**src/rtl/dfe_pkg.sv**
```systemverilog
// ----------------------------------------------------------------------------
// dfe_pkg
// Shared types and constants for the delimiter frame extractor.
// ----------------------------------------------------------------------------
package dfe_pkg;

   // Body length limit; the byte count saturates here.
   localparam int FRAME_BYTES = 2048;

   localparam int BYTE_W = 8;
   localparam int POS_W  = 12;
   localparam int CNT_W  = $clog2(FRAME_BYTES + 1);

   // Result queue
   localparam int FIFO_DEPTH = 4;
   localparam int PTR_W      = $clog2(FIFO_DEPTH);
   localparam int LVL_W      = $clog2(FIFO_DEPTH + 1);

   // Configuration register indexes
   localparam int            CSR_IDX_W   = 2;
   localparam logic [CSR_IDX_W-1:0] CSR_LEAD  = 2'd0;
   localparam logic [CSR_IDX_W-1:0] CSR_START = 2'd1;
   localparam logic [CSR_IDX_W-1:0] CSR_STOP  = 2'd2;

   // Register reset values: '!', '&', '#'
   localparam logic [BYTE_W-1:0] LEAD_RESET  = 8'h21;
   localparam logic [BYTE_W-1:0] START_RESET = 8'h26;
   localparam logic [BYTE_W-1:0] STOP_RESET  = 8'h23;

   typedef struct packed {
      logic [BYTE_W-1:0] out_byte;
      logic              frame_end;
      logic [POS_W-1:0]  position;
      logic              overflowed;
   } dfe_result_type;

   // Up to two results produced by one input transaction
   typedef struct packed {
      logic [1:0]     count;
      dfe_result_type first;
      dfe_result_type second;
   } dfe_push_type;

   // Low POS_W bits of a count, zero-extended when the count is narrower
   function automatic logic [POS_W-1:0] pos_of(input logic [CNT_W-1:0] c);
      logic [CNT_W+POS_W-1:0] w;
      w = (CNT_W + POS_W)'(c);
      return w[POS_W-1:0];
   endfunction

endpackage

```
**src/rtl/dfe_core.sv**
```systemverilog
// ----------------------------------------------------------------------------
// dfe_core
// Deframing state machine: configuration registers, phase, body count and
// overflow flag; turns one registered byte into zero, one or two results.
// ----------------------------------------------------------------------------
module dfe_core import dfe_pkg::*; (
   input  logic                 clock,
   input  logic                 reset,
   input  logic                 csr_we,
   input  logic [CSR_IDX_W-1:0] csr_index,
   input  logic [BYTE_W-1:0]    csr_wdata,
   input  logic                 fire,
   input  logic [BYTE_W-1:0]    rx_byte,
   output dfe_push_type         push
);

   typedef enum logic [1:0] {
      PH_HUNT,
      PH_START,
      PH_BODY,
      PH_HELD
   } phase_type;

   localparam logic [CNT_W-1:0] FrameMax = CNT_W'(FRAME_BYTES);

   phase_type          phase_ff, phase_in;
   logic [CNT_W-1:0]   count_ff, count_in;
   logic               ovf_ff, ovf_in;
   logic [BYTE_W-1:0]  lead_ff, start_ff, stop_ff;

   logic [CNT_W-1:0]   c1;
   logic               ok0, ok1;

   function automatic dfe_result_type body(input logic [BYTE_W-1:0] b,
                                           input logic [CNT_W-1:0] c);
      dfe_result_type r;
      r.out_byte   = b;
      r.frame_end  = 1'b0;
      r.position   = pos_of(c);
      r.overflowed = 1'b0;
      return r;
   endfunction

   // room checks for the held lead and the byte after it
   assign ok0 = count_ff < FrameMax;
   assign c1  = ok0 ? count_ff + CNT_W'(1) : count_ff;
   assign ok1 = c1 < FrameMax;

   always_comb begin
      phase_in = phase_ff;
      count_in = count_ff;
      ovf_in   = ovf_ff;
      push     = '0;
      if (fire) begin
         unique case (phase_ff)
            PH_HUNT: begin
               if (rx_byte == lead_ff) phase_in = PH_START;
            end
            PH_START: begin
               // a wrong byte keeps waiting for the start character
               if (rx_byte == start_ff) begin
                  phase_in = PH_BODY;
                  count_in = '0;
                  ovf_in   = 1'b0;
               end
            end
            PH_BODY: begin
               if (rx_byte == lead_ff) begin
                  phase_in = PH_HELD;
               end else if (ok0) begin
                  push.count = 2'd1;
                  push.first = body(rx_byte, count_ff);
                  count_in   = c1;
               end else begin
                  ovf_in = 1'b1;
               end
            end
            PH_HELD: begin
               // stop test first, so lead equal to stop ends the frame
               if (rx_byte == stop_ff) begin
                  push.count            = 2'd1;
                  push.first.out_byte   = '0;
                  push.first.frame_end  = 1'b1;
                  push.first.position   = pos_of(count_ff);
                  push.first.overflowed = ovf_ff;
                  phase_in = PH_HUNT;
                  count_in = '0;
                  ovf_in   = 1'b0;
               end else begin
                  if (ok0) begin
                     push.count = 2'd1;
                     push.first = body(lead_ff, count_ff);
                  end else begin
                     ovf_in = 1'b1;
                  end
                  count_in = c1;
                  if (rx_byte != lead_ff) begin
                     phase_in = PH_BODY;
                     if (ok1) begin
                        push.count  = 2'd2;
                        push.second = body(rx_byte, c1);
                        count_in    = c1 + CNT_W'(1);
                     end else begin
                        ovf_in = 1'b1;
                     end
                  end
               end
            end
            default: phase_in = PH_HUNT;
         endcase
      end
   end

   always_ff @(posedge clock) begin
      if (reset) begin
         phase_ff <= PH_HUNT;
         count_ff <= '0;
         ovf_ff   <= 1'b0;
         lead_ff  <= LEAD_RESET;
         start_ff <= START_RESET;
         stop_ff  <= STOP_RESET;
      end else begin
         phase_ff <= phase_in;
         count_ff <= count_in;
         ovf_ff   <= ovf_in;
         if (csr_we) begin
            unique case (csr_index)
               CSR_LEAD:  lead_ff  <= csr_wdata;
               CSR_START: start_ff <= csr_wdata;
               CSR_STOP:  stop_ff  <= csr_wdata;
               default: ;
            endcase
         end
      end
   end

endmodule

```
**src/rtl/dfe_fifo.sv**
```systemverilog
// ----------------------------------------------------------------------------
// dfe_fifo
// Small result queue: takes up to two results per cycle, gives one.
// ----------------------------------------------------------------------------
module dfe_fifo import dfe_pkg::*; (
   input  logic             clock,
   input  logic             reset,
   input  dfe_push_type     push,
   output logic             out_valid,
   input  logic             out_ready,
   output dfe_result_type   out_data,
   output logic [LVL_W-1:0] level
);

   dfe_result_type   mem_ff [FIFO_DEPTH];
   logic [PTR_W-1:0] wr_ptr_ff, wr_ptr_in;
   logic [PTR_W-1:0] rd_ptr_ff, rd_ptr_in;
   logic [LVL_W-1:0] level_ff, level_in;
   logic             pop;

   assign out_valid = level_ff != '0;
   assign out_data  = mem_ff[rd_ptr_ff];
   assign level     = level_ff;
   assign pop       = out_valid && out_ready;

   always_comb begin
      wr_ptr_in = wr_ptr_ff + PTR_W'(push.count);
      rd_ptr_in = rd_ptr_ff + PTR_W'(pop);
      level_in  = level_ff + LVL_W'(push.count) - LVL_W'(pop);
   end

   always_ff @(posedge clock) begin
      if (reset) begin
         wr_ptr_ff <= '0;
         rd_ptr_ff <= '0;
         level_ff  <= '0;
      end else begin
         wr_ptr_ff <= wr_ptr_in;
         rd_ptr_ff <= rd_ptr_in;
         level_ff  <= level_in;
      end
   end

   always_ff @(posedge clock) begin
      if (push.count != 2'd0) mem_ff[wr_ptr_ff] <= push.first;
      if (push.count == 2'd2) mem_ff[wr_ptr_ff + PTR_W'(1)] <= push.second;
   end

endmodule

```
**src/rtl/delimiter_frame_extractor.sv**
```systemverilog
// ----------------------------------------------------------------------------
// delimiter_frame_extractor
// Byte-stream deframer: hunts for lead+start, emits body bytes with their
// index, closes on lead+stop with a length/overflow result.
// ----------------------------------------------------------------------------
//  channel  dir  handshake          payload
//  req_     in   tvalid/tready      tdata[7:0] rx_byte
//  rsp_     out  tvalid/tready      tdata[7:0] out_byte, [19:8] position,
//                                   [20] overflowed; tlast frame_end
//  csr_     in   we (no wait)       index 0 lead, 1 start, 2 stop; wdata
//
//  One byte per cycle while the result queue has room; a byte goes input
//  register -> deframer -> result queue.
//  A held lead followed by a body byte gives two results; the 4-entry result
//  queue absorbs that, and input stalls only while it holds more than two.
//  Sync active-high reset clears phase, count, queue; CSRs load defaults.
// ----------------------------------------------------------------------------
module delimiter_frame_extractor import dfe_pkg::*; (
   input  logic                 clock,
   input  logic                 reset,
   // input stream
   input  logic                 req_tvalid,
   output logic                 req_tready,
   input  logic [7:0]           req_tdata,   // [7:0] rx_byte
   // result stream
   output logic                 rsp_tvalid,
   input  logic                 rsp_tready,
   output logic [23:0]          rsp_tdata,   // [7:0] out_byte, [19:8] position,
                                             // [20] overflowed, [23:21] zero
   output logic                 rsp_tlast,   // frame_end
   // configuration writes
   input  logic                 csr_we,
   input  logic [CSR_IDX_W-1:0] csr_index,
   input  logic [BYTE_W-1:0]    csr_wdata
);

   logic              in_valid_ff, in_valid_in;
   logic [BYTE_W-1:0] in_byte_ff;
   logic              fire;
   logic [LVL_W-1:0]  level;
   dfe_push_type      push;
   dfe_result_type    head;

   // process the held byte only when the queue has room for two results
   assign fire       = in_valid_ff && (level <= LVL_W'(FIFO_DEPTH - 2));
   assign req_tready = !in_valid_ff || fire;

   always_comb begin
      in_valid_in = in_valid_ff;
      if (fire) in_valid_in = 1'b0;
      if (req_tvalid && req_tready) in_valid_in = 1'b1;
   end

   always_ff @(posedge clock) begin
      if (reset) begin
         in_valid_ff <= 1'b0;
      end else begin
         in_valid_ff <= in_valid_in;
      end
   end

   // input register (payload, no reset)
   always_ff @(posedge clock) begin
      if (req_tvalid && req_tready) in_byte_ff <= req_tdata[BYTE_W-1:0];
   end

   dfe_core u_core (
      .clock     (clock),
      .reset     (reset),
      .csr_we    (csr_we),
      .csr_index (csr_index),
      .csr_wdata (csr_wdata),
      .fire      (fire),
      .rx_byte   (in_byte_ff),
      .push      (push)
   );

   dfe_fifo u_fifo (
      .clock     (clock),
      .reset     (reset),
      .push      (push),
      .out_valid (rsp_tvalid),
      .out_ready (rsp_tready),
      .out_data  (head),
      .level     (level)
   );

   assign rsp_tdata = {3'b000, head.overflowed, head.position, head.out_byte};
   assign rsp_tlast = head.frame_end;

`ifndef SYNTHESIS
   // queue never overfills: the room check must hold off the deframer
   a_level_bound: assert property (@(posedge clock) disable iff (reset)
      level <= LVL_W'(FIFO_DEPTH))
      else $error("result queue overfilled");

   // a frame-end transaction carries a zero byte
   a_end_byte_zero: assert property (@(posedge clock) disable iff (reset)
      rsp_tvalid && rsp_tlast |-> rsp_tdata[7:0] == 8'h00)
      else $error("frame end with non-zero byte");

   // a body byte never reports overflow
   a_body_no_ovf: assert property (@(posedge clock) disable iff (reset)
      rsp_tvalid && !rsp_tlast |-> !rsp_tdata[20])
      else $error("overflow flag on body byte");
`endif

endmodule
```
**config.mk**
```make
export PLATFORM = sky130hd
export DESIGN_NAME = delimiter_frame_extractor
export DESIGN_NICKNAME = d
export VERILOG_FILES = /design/src/rtl/dfe_pkg.sv /design/src/rtl/dfe_core.sv /design/src/rtl/dfe_fifo.sv /design/src/rtl/delimiter_frame_extractor.sv
export SDC_FILE = /design/constraint.sdc
export NUM_CORES = 1
export LEC_CHECK = 0
export ABC_AREA = 1
export BUFFER_PORTS_ARGS = -buffer_cell sky130_fd_sc_hd__buf_2
export CAP_MARGIN = 20
export CORE_MARGIN = 5
export CORE_UTILIZATION = 32
export CTS_BUF_LIST = sky130_fd_sc_hd__clkbuf_4
export DETAILED_ROUTE_END_ITERATION = 7
export GPL_ROUTABILITY_DRIVEN = 0
export SYNTH_ARGS = -nofsm -noshare
export SYNTH_HDL_FRONTEND = slang
export SYNTH_SLANG_ARGS = --single-unit
```
**constraint.sdc**
```tcl
create_clock -name clock -period 2.8 [get_ports clock]
set_clock_uncertainty 0.15 [all_clocks]
set_input_delay 0.42 -clock clock [delete_from_list [all_inputs] [get_ports clock]]
set_output_delay 0.42 -clock clock [all_outputs]
set_load 0.1 [all_outputs]
```
==> flow_summary.toml, run 1 <==
[run_status]
outcome = "finished, final reports clean"

[synth]
ys_warn_count = 0
async_flop_share = 0
synth-main-ff-cell = "edfxtp_1"
synth_area_leaders = "edfxtp_1, dfxtp_1, nand2_1, o22ai_1, o21ai_0"
syn_area_sq_um = 7340
synth_top_area_share = 0.360
yosysSeqAreaShare = 0.510
synth_edf_count = 88
synth_top_area_cell = "edfxtp_1"
synth_cell_type_count = 34
synth_seq_cells = 143
netlist_instances = 893
avgSynthCellArea_sq_um = 8.22

[die]
dieWidth_um = 161
fp.dieH_um = 161
fp.coreArea_sq_um = 22600
start_util = 0.324
die_area_sq_um = 26100
io_pins = 50
num_rows = 55

[power]
power.density_nw_per_um2 = 772
power.total_mw = 7.06
ir_drop_mv = 0.416
p_leak_nw = 3.44

[grt]
antenna_found_initial = 1
track_usage = 0.155
gr-total-overflow = 0
grt_max_degree = 31
grt_pass1_wl_um = 32200
grt_pass1_vias = 6068

[final_layout]
drive_above_1_share = 0.185
final_util = 0.404
final_cell_mix = "nand2_1, nor2_1, edfxtp_1"
final_common_cell = "nand2_1"
final_nets = 1020
area_growth_pct = 24.6

[timing]
grt_setup_unrepaired = "false"
fin_crit_ps = 2600
timing.final.ws_setup_ps = 202
worst_pin_slew_ps = 544
period_share = 0.928
final.setup.tns_ps = 0
finalHoldViolCount = 0
setup_viol = 0
slew_headroom = 0.635
fmax_ghz = 0.385
final_max_slew_viol_count = 0

[clocking]
cts-root-buf = "clkbuf_4"
h-tree-depth = 4
cts_buffers = 17
clkLatencyLatePin_ps = 550
cts_sinks = 143
clockBufferDepth = 2
cts_tree = "yes"
clkTransAtPathRegs_ps = 110

[critical_path]
cpMaxStageDelayCell = "edfxtp_1"
critPathKind = "flip-flop to flip-flop"
crit_path_end_kind = "flip-flop"
cp_max_fo = 7
worstPathRequired_ps = 3090
startpoint_type = "flip-flop"
arrival_ps = 2890
crit_path_frequent_cell = "nand2_1"
worstPathCellList = "inv_2 -> nand2_1 -> nand2_1 -> nor2_1 -> nand2_1 -> inv_2 -> nand2_2 -> nand2_2 -> nor3_4 -> inv_1 -> ha_1 -> inv_1 -> fa_1 -> o21ai_1 -> a21oi_1"
slowest_delay_ps = 450

[route]
drc_errors = 0
first_pass_iters = 5
wl_per_cell_um = 15.8
wl_um = 20300
via_per_inst = 5.14
dr.first_iter.drc_count = 477
vias = 6606
drtAntennaViolNets = 0

[flow_run]
maxCapViolCount = 0

[place]
place_ws_ps = 177
portBuffers = 46
dpl.hpwl_um = 14400

[min_path]
min_path_type = "input port to flip-flop"
synthesized netlist by cell type, drive strengths merged, types with 3 or more instances:
cell type and instances:
ha 9, o22ai 104, edfxtp 88, nor2 109, buf 27, xor2 3, clkinv 3, nor3 5
o21ai 84, a21oi 38, nand2 189, nand3 46, xnor2 6, nand4 11, o211ai 6, dfxtp 55
clkbuf 18, inv 83
worst max-delay path: cells and delay by family (launching register included):
family          cells  cell delay (ps)
fa+ha+maj           2              690
flops               1              450
buf+inv             4              300
compound gates      2              190
simple gates        7              720
registers in the layout (all words and copies together), names as in the netlist:
name              flops
u_fifo.wr_ptr_ff      2
u_fifo.mem_ff        88
u_core.count_ff      12
u_core.stop_ff        8
u_fifo.rd_ptr_ff      2
in_byte_ff            8
u_core.lead_ff        8
u_core.ovf_ff         1
u_fifo.level          3
in_valid_ff           1
u_core.phase_ff       2
u_core.start_ff       8
worst paths after layout:
| check | start | to | slack [ps] | cells after the start |
|---|---|---|---|---|
| min | csr_wdata[3] | u_core.stop_ff[3] | 60 | 3 |
| max reg2reg | in_byte_ff[1] | u_fifo.level[2] | 200 | 15 |
| max | in_byte_ff[1] | u_fifo.level[2] | 200 | 15 |
| min reg2reg | u_fifo.mem_ff[1][13] | u_fifo.mem_ff[1][13] | 330 | 2 |
logic make-up (layout without fill, tap and decap cells):
family / count (synthesis) / in the layout / share of synthesized area
and+or+nand+nor: 362 / 362 / 0.205
AOI/OAI and AO/OA: 237 / 237 / 0.183
DFF: 143 / 143 / 0.510
buffers and inverters: 131 / 236 / 0.0729
adders and majority gates: 10 / 10 / 0.0181
xor gates and xnor gates: 9 / 9 / 0.0107
other: 1 / 4 / 0.000511
layout make-up:
| class | instances | area [sq um] |
|---|---|---|
| Antenna cell | 1 | 2.50 |
| Fill cell | 2232 | 13500 |
| Inverter | 86 | 323 |
| Multi-Input combinational cell | 621 | 3220 |
| Sequential cell | 143 | 3740 |
| Tap cell | 285 | 357 |
| Clock buffer | 19 | 143 |
| Timing Repair Buffer | 118 | 1190 |
| Clock inverter | 13 | 173 |
through the flow:
stage	cells	area [sq um]	hold WS, ps
final	1286	9150	57.1
after global routing	1286	9150	37.1
after CTS	1271	9030	27.5
after detailed placement	1223	8560	309
after global placement	1223	8560	303
after floorplan	895	7490	290
where the power goes:
part	switching, mW	leakage (nW)	internal [mW]
sequential	0.0475	1.31	2.27
clock	0.731	0.176	0.720
combinational	2.20	1.95	1.09
routing by layer:
| metal | routed length, um | global-route usage | part of all wire |
|---|---|---|---|
| met4 | 417 | 0.0523 | 0.021 |
| met5 | 0 | 0 | 0 |
| met1 | 9180 | 0.212 | 0.45 |
| met2 | 9460 | 0.251 | 0.47 |
| met3 | 1230 | 0.0265 | 0.061 |
repair_timing:
item                                    4_1_cts  5_1_grt
endpoints found under the setup margin        0        3
hold buffers                                 16        0
setup buffers                                 0       14
hold endpoints to repair                     25        0
gates resized for setup                       0        3
No activity file was read; power rests on OpenSTA's default activity.
==> run 2: changes to the inputs <==
MAX_ROUTING_LAYER = met4   (was default)
==> run 2 against run 1 <==
Compared with the run above: global-route usage is 0.49 points higher; sequential share of layout area stayed put; first-iteration DRC count decreased by 1.7%; wire length about the same; design area unchanged; total power grew 0.11%; highest routed layer unchanged.
==> flow_summary.toml, run 2 (same netlist as run 1, synthesis figures left out) <==
[critical_path]
worstPathRequired_ps = 3110
worstPathCellList = "inv_2 -> nand2_1 -> nand2_1 -> nor2_1 -> nand2_1 -> inv_2 -> nand2_2 -> nand2_2 -> nor3_4 -> inv_1 -> ha_1 -> inv_1 -> fa_1 -> o21ai_1 -> a21oi_1"
cpMaxStageDelayCell = "edfxtp_1"
cp_max_fo = 7
crit_path_frequent_cell = "nand2_1"
crit_family = "simple AND/OR/NAND/NOR gates"
critPathKind = "flip-flop to flip-flop"
slowest_delay_ps = 450
crit_path_end_kind = "flip-flop"
crit_buf_inv = 4
startpoint_type = "flip-flop"
arrival_ps = 2900

[route]
first_pass_iters = 5
drtAntennaViolNets = 0
wl_met2_um = 9460
top_layer = "met4"
vias = 6645
wl_um = 20300
dr.first_iter.drc_count = 469
wl_per_cell_um = 15.8
drc_errors = 0
via_per_inst = 5.17
wl_met1_um = 9330
dr_wl_met3_um = 1100

[final_layout]
final_cell_mix = "nand2_1, nor2_1, edfxtp_1"
drive_above_1_share = 0.185
final_nets = 1020
top_regs = "u_fifo.mem_ff: 88 flops, u_core.count_ff: 12 flops"
largest_register_ffs = 88
top_register = "u_fifo.mem_ff"
final_common_cell = "nand2_1"
area_growth_pct = 24.6
final_util = 0.404
finalNonFillerCells = 1286

[grt]
grt_pass1_wl_um = 32200
grt_max_degree = 31
grt_pass1_vias = 6065
antenna_found_initial = 1
track_usage = 0.160
gr-total-overflow = 0

[run_status]
outcome = "finished, final reports clean"

[power]
ir_drop_mv = 0.416
p_leak_nw = 3.44
power.total_mw = 7.07
power.density_nw_per_um2 = 773

[clocking]
clockBufferDepth = 2
h-tree-depth = 4
cts_sinks = 143
clkTransAtPathRegs_ps = 110
cts-root-buf = "clkbuf_4"
cts_buffers = 17
clkLatencyLatePin_ps = 570
cts_tree = "yes"

[flow_run]
maxCapViolCount = 0

[place]
dpl.hpwl_um = 14400
portBuffers = 46
post-place-cells = 1223

[die]
die_area_sq_um = 26100
dieWidth_um = 161
fp.dieH_um = 161
fp.coreArea_sq_um = 22600
start_util = 0.324
num_rows = 55
io_pins = 50

[timing]
finalHoldViolCount = 0
setup_viol = 0
grt_setup_unrepaired = "false"
final.setup.tns_ps = 0
worst_pin_slew_ps = 551
slew_headroom = 0.630
hold_ws_ps = 41.4
fmax_ghz = 0.387
fin_crit_ps = 2590
period_share = 0.923
final_max_slew_viol_count = 0

[min_path]
min_path_type = "input port to flip-flop"
[run 2: final timing paths]
| path | start | end | slack [ps] | cells past startpoint |
|---|---|---|---|---|
| min reg2reg | u_fifo.mem_ff[1][13] | u_fifo.mem_ff[1][13] | 330 | 2 |
| max | in_byte_ff[1] | u_fifo.level[2] | 210 | 15 |
| max reg2reg | in_byte_ff[1] | u_fifo.level[2] | 210 | 15 |
| min | csr_wdata[3] | u_core.stop_ff[3] | 40 | 3 |
[run 2: metal layers]
layer | up-vias | global-route usage
li1 | 3306 | -
met1 | 3105 | 0.213
met2 | 206 | 0.251
met3 | 28 | 0.0227
met4 | 0 | 0.0570
met5 | - | -
[run 2: timing repair]
| item | in CTS | in global routing |
|---|---|---|
| buffers inserted | 0 | 14 |
| setup endpoints to repair | 0 | 3 |
| hold endpoints to repair | 25 | 0 |
| hold buffers | 16 | 0 |
| resized for setup | 0 | 3 |
[run 2: per-stage QoR]
stage	setup slack, ps	instance area, sq um
finish	214	9150
global route	2.19	9150
CTS	168	9030
floorplan	210	7490
detailed placement	177	8560
global placement	223	8560
[run 2: report_power, final]
group	total, mW	switching (mW)	internal [mW]	leakage [nW]
Sequential	2.32	0.0473	2.27	1.31
Clock	1.46	0.739	0.719	0.176
Combinational	3.30	2.20	1.09	1.95
Total	7.07	2.99	4.08	3.44
[run 2: area by class of cell]
type	count	area, sq um
Clock buffer	19	143
Clock inverter	13	173
Inverter	86	323
Timing Repair Buffer	118	1190
Sequential cell	143	3740
Tap cell	285	357
Fill cell	2232	13500
Multi-Input combinational cell	621	3220
Antenna cell	1	2.50
[run 2: worst min-delay path, stage by stage]
cell and delay (ps):
buf_2 120, o21ai_0 90, a21oi_1 100
==> run 3: changes to the inputs <==
ABC_AREA = default   (was 1)
CELL_PAD_IN_SITES_DETAIL_PLACEMENT = 2   (was default)
CELL_PAD_IN_SITES_GLOBAL_PLACEMENT = 2   (was default)
CORE_ASPECT_RATIO = 1.25   (was default)
PLACE_DENSITY_LB_ADDON = 0.1   (was default)
==> run 3 against run 2 <==
Compared with the run above: worst setup slack got worse by 71 ps; die area rose by 5.0%; via count fell by 4.7%; cell count fell by 7.3%; sequential power barely moved.
==> flow_summary.toml, run 3 <==
[run_status]
outcome = "finished, final reports clean"

[synth]
synthSimpleGateAreaFrac = 0.156
synthMuxAreaShare = 0.0900
netlist_instances = 725
synth_cell_type_count = 70
synth_edf_count = 88
synth_common_cells = "nand2_1, edfxtp_1, dfxtp_1"
synth_area_leaders = "edfxtp_1, dfxtp_1, mux4_2, nand2_1, a22o_1"
syn_area_sq_um = 7730
synth-adder-area-share = 0.0172
synth_compound_area_frac = 0.156
yosysSeqAreaShare = 0.484
async_flop_share = 0
yosysMostFrequentCell = "nand2_1"
synth_top_area_cell = "edfxtp_1"
synth_xor_area_frac = 0.0476
synth_top_family_by_area = "simple AND/OR/NAND/NOR gates"
synth_top_area_share = 0.342
synth-main-ff-cell = "edfxtp_1"
synth_seq_cells = 143
avgSynthCellArea_sq_um = 10.7
ys_warn_count = 0

[min_path]
hold-path-cell-count = 4
min_path_type = "input port to flip-flop"

[grt]
antenna_found_initial = 1
grt_max_degree = 34
track_usage = 0.215
grt_pass1_wl_um = 43000
grt_pass1_vias = 7217
grt_use_met1 = 0.229
top_usage_layer = "met2"
grtUsageMet3 = 0.0239
gr-total-overflow = 0
met2_usage = 0.405

[final_layout]
area_growth_pct = 22.9
largest_register_ffs = 88
top_register = "u_fifo.mem_ff"
final_nets = 886
fillers = 2626
final_util = 0.399
final_cell_mix = "nand2_1, buf_4, edfxtp_1"
final_common_cell = "nand2_1"
top_regs = "u_fifo.mem_ff: 88 flops, u_core.count_ff: 12 flops"
drive_above_1_share = 0.273
fin_area_sq_um = 9500

[power]
ir_drop_mv = 0.274
power.total_mw = 4.85
power.density_nw_per_um2 = 511
p_leak_nw = 3.45

[die]
die_area_sq_um = 27400
io_pins = 50
start_util = 0.325
fp.coreArea_sq_um = 23800
num_rows = 63
dieWidth_um = 149
fp.dieH_um = 184

[critical_path]
slowest_delay_ps = 480
r2r_cells = 11
crit_family = "adder cells"
worstPathCellList = "buf_4 -> xor2_2 -> nor4_4 -> buf_4 -> a21boi_4 -> nand2_1 -> ha_1 -> inv_1 -> fa_1 -> xnor2_2 -> nor2_1"
crit_path_frequent_cell = "buf_4"
crit_path_end_kind = "flip-flop"
worst-path-stages = 11
r2r_slack_ps = 140
startpoint_type = "flip-flop"
cpMaxStageDelayCell = "edfxtp_1"
crit_buf_inv = 3
critPathKind = "flip-flop to flip-flop"
arrival_ps = 2950
cp_max_fo = 3
worstPathRequired_ps = 3090

[route]
vias = 6332
drtAntennaViolNets = 0
via_per_inst = 5.31
first_pass_iters = 4
drc_errors = 0
dr.first_iter.drc_count = 247
wl_um = 27800
wl_per_cell_um = 23.3

[flow_run]
maxCapViolCount = 0

[clocking]
cts_buffers = 17
clkLatencyLatePin_ps = 570
cts-root-buf = "clkbuf_4"
cts_tree = "yes"
clockBufferDepth = 2
clkTransAtPathRegs_ps = 160
h-tree-depth = 4
cts_sinks = 143

[timing]
slew_headroom = 0.465
fmax_ghz = 0.376
fin_crit_ps = 2660
finalHoldViolCount = 0
timing.final.ws_setup_ps = 143
grt_setup_unrepaired = "true"
worst_pin_slew_ps = 796
period_share = 0.949
final_max_slew_viol_count = 0
setup_viol = 0
final.setup.tns_ps = 0

[place]
placedInstanceArea_sq_um = 8850
portBuffers = 46
place_ws_ps = -15.0
dpl.hpwl_um = 20600
[run 3: cell count changes after synthesis, moves of 32 or more]
cell | before | now
o22ai_1 | 104 | 9
nand2_1 | 184 | 103
nor2_1 | 106 | 45
inv_1 | 69 | 12
o21ai_0 | 84 | 45
a22o_1 | 0 | 32
[run 3: timing repair]
| action | 4_1_cts | 5_1_grt |
|---|---|---|
| pin swaps | 0 | 5 |
| gates resized for setup | 9 | 13 |
| setup endpoints to repair | 27 | 107 |
| hold buffers | 18 | 0 |
| buffers inserted | 2 | 7 |
| endpoints found under the hold margin | 34 | 0 |
[run 3: through the flow]
step	hold WS (ps)	cells
2_1_floorplan	275	727
3_3_place_gp	288	1132
3_5_place_dp	299	1132
4_1_cts	81.2	1184
5_1_grt	146	1192
6_report	132	1192
[run 3: power breakdown]
| part | total, mW | leakage (nW) | switching [mW] | internal (mW) |
|---|---|---|---|---|
| Sequential | 2.32 | 1.33 | 0.0551 | 2.27 |
| Combinational | 1.09 | 1.96 | 0.706 | 0.387 |
| Clock | 1.44 | 0.158 | 0.949 | 0.488 |
[run 3: cell type report]
type	count	area [sq um]	area share
sequential	143	3740	0.394
multi-input combinational	514	3720	0.392
timing repair buffer	165	1290	0.136
tap	325	407	0.0428
clock inverter	15	166	0.0175
clock buffer	17	128	0.0134
inverter	12	45.0	0.00474
antenna	1	2.50	0.000263
[run 3: worst paths after layout]
check | from | endpoint
worst min-delay path | csr_index[0] | u_core.stop_ff[6]
worst max-delay path | in_byte_ff[7] | u_fifo.level[2]
worst max register to register | in_byte_ff[7] | u_fifo.level[2]
worst min register to register | u_fifo.mem_ff[2][0] | u_fifo.mem_ff[2][0]
[run 3: kinds of logic after synthesis]
| logic type | Yosys count |
|---|---|
| compound gates | 172 |
| fa+ha+maj | 10 |
| buf+inv | 70 |
| flops | 143 |
| mux | 42 |
| simple gates | 245 |
| xor+xnor | 42 |
| other cells | 1 |
[run 3: worst min-delay path, stage by stage]
cell     delay [ps]
buf_2           110
nor2_1          130
nand2_1         100
a21oi_1          50
[run 3: routing by layer]
layer / vias up / routed length (um)
li1: 2927 / -
met1: 3280 / 10900
met2: 92 / 15600
met3: 33 / 479
met4: 0 / 725
met5: - / 0
